===== config.mk =====
export PLATFORM = sky130hd
export DESIGN_NAME = att_ctrl
export DESIGN_NICKNAME = d
export VERILOG_FILES = /design/src/att_pkg.sv /design/src/att_ctrl.sv
export SDC_FILE = /design/constraint.sdc
export NUM_CORES = 1
export LEC_CHECK = 0
export ABC_AREA = 1
export BUFFER_PORTS_ARGS = -buffer_cell sky130_fd_sc_hd__buf_2
export CORE_AREA = 2 2 39 41
export CTS_CLUSTER_DIAMETER = 60
export CTS_CLUSTER_SIZE = 24
export DETAILED_ROUTE_END_ITERATION = 16
export DIE_AREA = 0 0 41 43
export PLACE_DENSITY_LB_ADDON = 0.2
export SYNTH_ARGS = -nofsm -noshare
export SYNTH_HDL_FRONTEND = slang
export SYNTH_SLANG_ARGS = --single-unit
export TNS_END_PERCENT = 30

===== constraint.sdc =====
create_clock -name i_clk -period 1.1 [get_ports i_clk]
set_input_delay 0.11 -clock i_clk [delete_from_list [all_inputs] [get_ports i_clk]]
set_output_delay 0.11 -clock i_clk [all_outputs]
set_load 0.005 [all_outputs]

===== src/att_pkg.sv =====
// att_pkg: shared constants, codes and types of the allocation tracker table
// no dependencies; compiled first

package att_pkg;

    localparam int TABLE_ENTRIES = 64;
    localparam int IDX_W         = $clog2(TABLE_ENTRIES);
    localparam int CNT_W         = $clog2(TABLE_ENTRIES + 1);
    localparam int ADDR_W        = 32;
    localparam int SIZE_W        = 31;
    localparam int TOT_W         = 32;
    localparam int OUT_CNT_W     = 7;
    localparam int STATUS_W      = 2;
    // exact sum of every stored size never overflows this width
    localparam int BYTES_W       = SIZE_W + $clog2(TABLE_ENTRIES + 1);

    typedef enum logic {
        KIND_ALLOC = 1'b0,
        KIND_FREE  = 1'b1
    } t_kind;

    typedef enum logic [STATUS_W-1:0] {
        ST_OK      = 2'd0,
        ST_UNKNOWN = 2'd1,
        ST_FULL    = 2'd2
    } t_status;

    typedef enum logic [1:0] {
        S_IDLE,
        S_SCAN,
        S_LAST,
        S_UPDATE
    } t_state;

    typedef struct packed {
        logic              kind;
        logic [ADDR_W-1:0] address;
        logic [SIZE_W-1:0] size;
    } t_evt;

    typedef struct packed {
        logic [ADDR_W-1:0] address;
        logic [SIZE_W-1:0] size;
    } t_entry;

    // controller to datapath
    typedef struct packed {
        logic start;
        logic scan;
        logic commit;
    } t_cmd;

    // datapath to controller
    typedef struct packed {
        logic last;
        logic out_free;
    } t_stat;

endpackage


===== src/att_ctrl.sv =====
// att_ctrl: sequencer of the allocation tracker (accept, scan, update)
// depends on att_pkg

module att_ctrl (
    input  logic          i_clk,
    input  logic          i_rst_n,
    input  logic          i_in_valid,
    output logic          o_in_ready,
    input  att_pkg::t_stat i_stat,
    output att_pkg::t_cmd  o_cmd
);
    import att_pkg::*;

    t_state r_state, n_state;

    always_ff @(posedge i_clk) begin
        if (!i_rst_n) begin
            r_state <= S_IDLE;
        end else begin
            r_state <= n_state;
        end
    end

    always_comb begin
        n_state = r_state;
        case (r_state)
            S_IDLE: begin
                if (i_in_valid) n_state = S_SCAN;
            end
            S_SCAN: begin
                if (i_stat.last) n_state = S_LAST;
            end
            S_LAST: begin
                n_state = S_UPDATE;
            end
            S_UPDATE: begin
                if (i_stat.out_free) n_state = S_IDLE;
            end
            default: begin
                n_state = S_IDLE;
            end
        endcase
    end

    always_comb begin
        o_in_ready   = 1'b0;
        o_cmd        = '0;
        case (r_state)
            S_IDLE: begin
                o_in_ready  = 1'b1;
                o_cmd.start = i_in_valid;
            end
            S_SCAN: begin
                o_cmd.scan = 1'b1;
            end
            S_LAST: begin
                o_cmd = '0;
            end
            S_UPDATE: begin
                o_cmd.commit = i_stat.out_free;
            end
            default: begin
                o_cmd = '0;
            end
        endcase
    end

endmodule


=== Word level (Yosys, flattened, before mapping) ===
Cells that the tools add are included.

* Bits in registers: 2
* Latch bits: 0
* RAM bits: 0
* Memory bits (read-only): 0
* Input port bits: 5
* Output and inout bits: 4
* Logic and storage cells: 17
* Memories: 0

* Add/sub/neg operators: 0
* Multiply operators: 0
* Div/mod/pow operators: 0
* $lt $le $gt $ge: 0
* Eq/ne operators: 6
* Shift-type cells: 0
* Multiplexer cells: 8
* Bitwise operators: 0
* Reduce and logical (&&, ||, !) cells: 2

{| class="wikitable"
|+ Operators by type and width
! operator !! count
|-
| case mux 2 bit (4 select lines) || 1
|-
| 2-to-1 mux 2 bit || 3
|-
| inequality test 2 bit (second input constant) || 3
|-
| == test 2 bit (second input constant) || 2
|-
| 2-to-1 mux 1 bit || 4
|-
| AND reduction 3 bit || 1
|-
| == test 2 x 1 -> 1 bit (second input constant) || 1
|-
| zero test 2 bit || 1
|}

=== Depth between registers and ports, before layout ===
* Depth after elaboration: 3
* Mapped depth: 7

=== Least setup slack after synthesis ===
Ideal clock, no wire load.

* Kind: reg-to-reg
* From: register r_state[0]
* To: register r_state[0]
* Setup time: 113 ps
* Arrival: 985 ps
* Slack: 2 ps
* Stages on the path, launching flop included: 6
* Period minus slack after synthesis: 1,098 ps
* Cell sequence: dfxtp_1 inv_1 ha_1 or2_0 nor2_1 nor2_1

* Longest elaborated chain between the ends: 3

{| class="wikitable"
|+ RTL lines
! what !! RTL line !! source
|-
| start: declaration || att_ctrl.sv:14 || <nowiki>t_state r_state, n_state;</nowiki>
|-
| start signal: assignment || att_ctrl.sv:20 || <nowiki>r_state <= n_state;</nowiki>
|-
| == test 2 x 1 -> 1 bit, or another cell as far along || att_ctrl.sv:26 || <nowiki>case (r_state)</nowiki>
|-
| inequality test 2 bit (no line) || - ||
|-
| AND reduction 3 bit (no line) || - ||
|}

Parallel ways exist; a longest one is shown, timed or not.
A chain may end at the register's enable or synchronous reset.

==> results.py <==
metrics = {
    "status": {
        "status": "finished, violations left",
        "failed_checks": "negative setup slack",
    },
    "worst_hold_path": {
        "holdCritPathClass": "primary input to flop",
    },
    "final_layout": {
        "multiInputGateArea_sq_um": 158,
        "largest_reg_flops": 2,
        "stdcell_count": 63,
        "syn_to_final_growth_pct": 108,
        "regMostFlops": "r_state",
        "layout.nets": 58,
        "top_regs": "r_state: 2 flops",
        "ff_latch_area_sq_um": 42.5,
        "antenna_cells": 0,
        "nFillCells": 146,
        "fin_util": 0.277,
        "drive_gt1_frac": 0.638,
    },
    "sta": {
        "worstMarginPinSlew_ns": 0.0937,
        "fin_worst_skew_ns": 0.00514,
        "slew_viol_final": 0,
        "rsz0062_at_grt": "true",
        "slew-limit-headroom": 0.937,
        "final.setup.tns_ns": -0.121,
        "hold_viol": 0,
        "layout_setup_ws_ns": -0.0448,
        "fmax_mhz": 874,
        "fin_crit_ns": 1.14,
        "setup_viol": 3,
        "fin_crit_sh": 1.04,
    },
    "clock_network": {
        "path_clk_slew_ns": 0.03,
        "numCtsBuffers": 3,
        "htreeDepth": 1,
        "cts_buffer_depth": 2,
        "worstSkewPairLatency_ns": 0.22,
        "ctsHoldBuffers": 0,
        "cts_tree": "done",
        "numClockSinks": 2,
        "cts-root-buf": "clkbuf_4",
    },
    "die": {
        "io_pins": 9,
        "start_util": 0.133,
        "std_cell_rows": 14,
        "core-area_sq_um": 1380,
        "dieHeight_um": 43,
        "fp.dieW_um": 41,
        "die_area_sq_um": 1760,
    },
    "global_route": {
        "antenna_found_initial": 0,
        "grt_use_met3": 0.0314,
        "grt_pass1_vias": 182,
        "grt_busiest_layer": "met2",
        "grt_usage": 0.0551,
        "grt_overflow": 0,
        "use_met2": 0.0844,
        "grt_pass1_wl_um": 648,
        "grt_max_degree": 5,
        "grtUsageMet1": 0.0605,
    },
    "drt": {
        "first_iter_violations": 3,
        "avgRoutedWirePerCell_um": 6.29,
        "vias": 215,
        "wirelength_um": 396,
        "ant_nets": 0,
        "dr.pass1.iters": 4,
        "via_per_inst": 3.41,
        "drc": 0,
    },
    "synth": {
        "syn_nets": 37,
        "synth_warnings": 0,
        "synthTopCellsByArea": "ha_1 27%, dfxtp_1 22%, nand2_1 16%",
        "synth_cell_types": 8,
        "netlist_area_sq_um": 184,
        "syn_avg_cell_area_sq_um": 6.57,
        "synth_area_leader_cell": "ha_1",
        "ys_ff_latch": 2,
        "synthCells": 28,
        "synth_top_area_share": 0.272,
        "yosysSeqAreaShare": 0.218,
    },
    "power": {
        "peakVddDrop_mv": 1.03,
        "p_total_w": 0.000987,
        "cellLeakagePower_nw": 0.213,
        "powerDensity_nw_per_um2": 2580,
    },
    "placement": {
        "numPortBuffers": 8,
        "dp_cells": 56,
        "place_ws_ns": 0.000552,
        "place.gp.congestion": 0.737,
        "dp_hpwl_um": 299,
    },
    "setup_path": {
        "cp_max_fo": 2,
        "crit_type": "flop to output port",
        "required_ns": 0.99,
        "cp-end-kind": "output port",
        "crit_path_start_kind": "flop",
        "critPathArrivalTime_ns": 1.03,
    },
    "job": {
        "drv_cap": 0,
    },
}
==> Yosys cell counts (all sizes together) <==
library cell and count:
dfxtp 2, ha 4, inv 7, nand2 9, nand3 1, nor2 4
or2 1
==> repair_timing <==
action | in CTS | in global routing
gates resized for setup | 11 | 4
setup buffers | 4 | 0
setup endpoints to repair | 5 | 6
pin swaps | 3 | 1
hold endpoints to repair | 0 | 0
==> layout by cell type (no fill, tap or decap) <==
cell	n
dfxtp_2	2
nand2_2	2
inv_2	3
buf_6	3
clkbuf_4	3
buf_4	6
inv_1	4
buf_2	7
nor2_1	4
or2_0	1
ha_1	1
nand3_2	1
ha_4	3
nand2_1	7
==> through the flow <==
step                hold slack [ns]  area [sq um]
finish                        0.119           383
global route                  0.118           383
CTS                           0.111           370
detailed placement            0.352           274
global placement              0.353           274
floorplan                     0.230           184
==> routing by layer <==
layer / vias up / share of wire
li1: 118 / -
met4: 0 / 0
met1: 86 / 0.48
met5: - / 0
met3: 0 / 0.13
met2: 11 / 0.39
==> final timing paths <==
kind,slack [ns],cells after the start,start,endpoint
max,-0.04,5,r_state[0],o_cmd[0]
min,0.12,3,i_rst_n,r_state[0]
max reg2reg,-0.03,6,r_state[0],r_state[0]
min reg2reg,0.66,5,r_state[1],r_state[1]
==> critical path, cell delays in order (launching register included) <==
cell and delay (ns):
dfxtp_2 0.31, buf_4 0.15, ha_4 0.16, nand2_1 0.05, inv_1 0.03, buf_2 0.11
==> power by group <==
group          internal [W]  switching, W
registers          0.000115     0.0000210
logic              0.000394      0.000296
clock network      0.000120     0.0000403
==> kinds of logic after synthesis <==
kind of cell / synth area share
buffers and inverters: 0.143
and+or+nand+nor: 0.367
adders and majority gates: 0.272
DFF: 0.218
==> layout make-up <==
class,instances,area share
multi-input cells,19,0.412
repair buffers,16,0.297
flip-flops and latches,2,0.111
inverters,7,0.0686
clock buffers,3,0.0588
well taps,16,0.0523
Note: power is estimated with default switching activity, not from simulation.
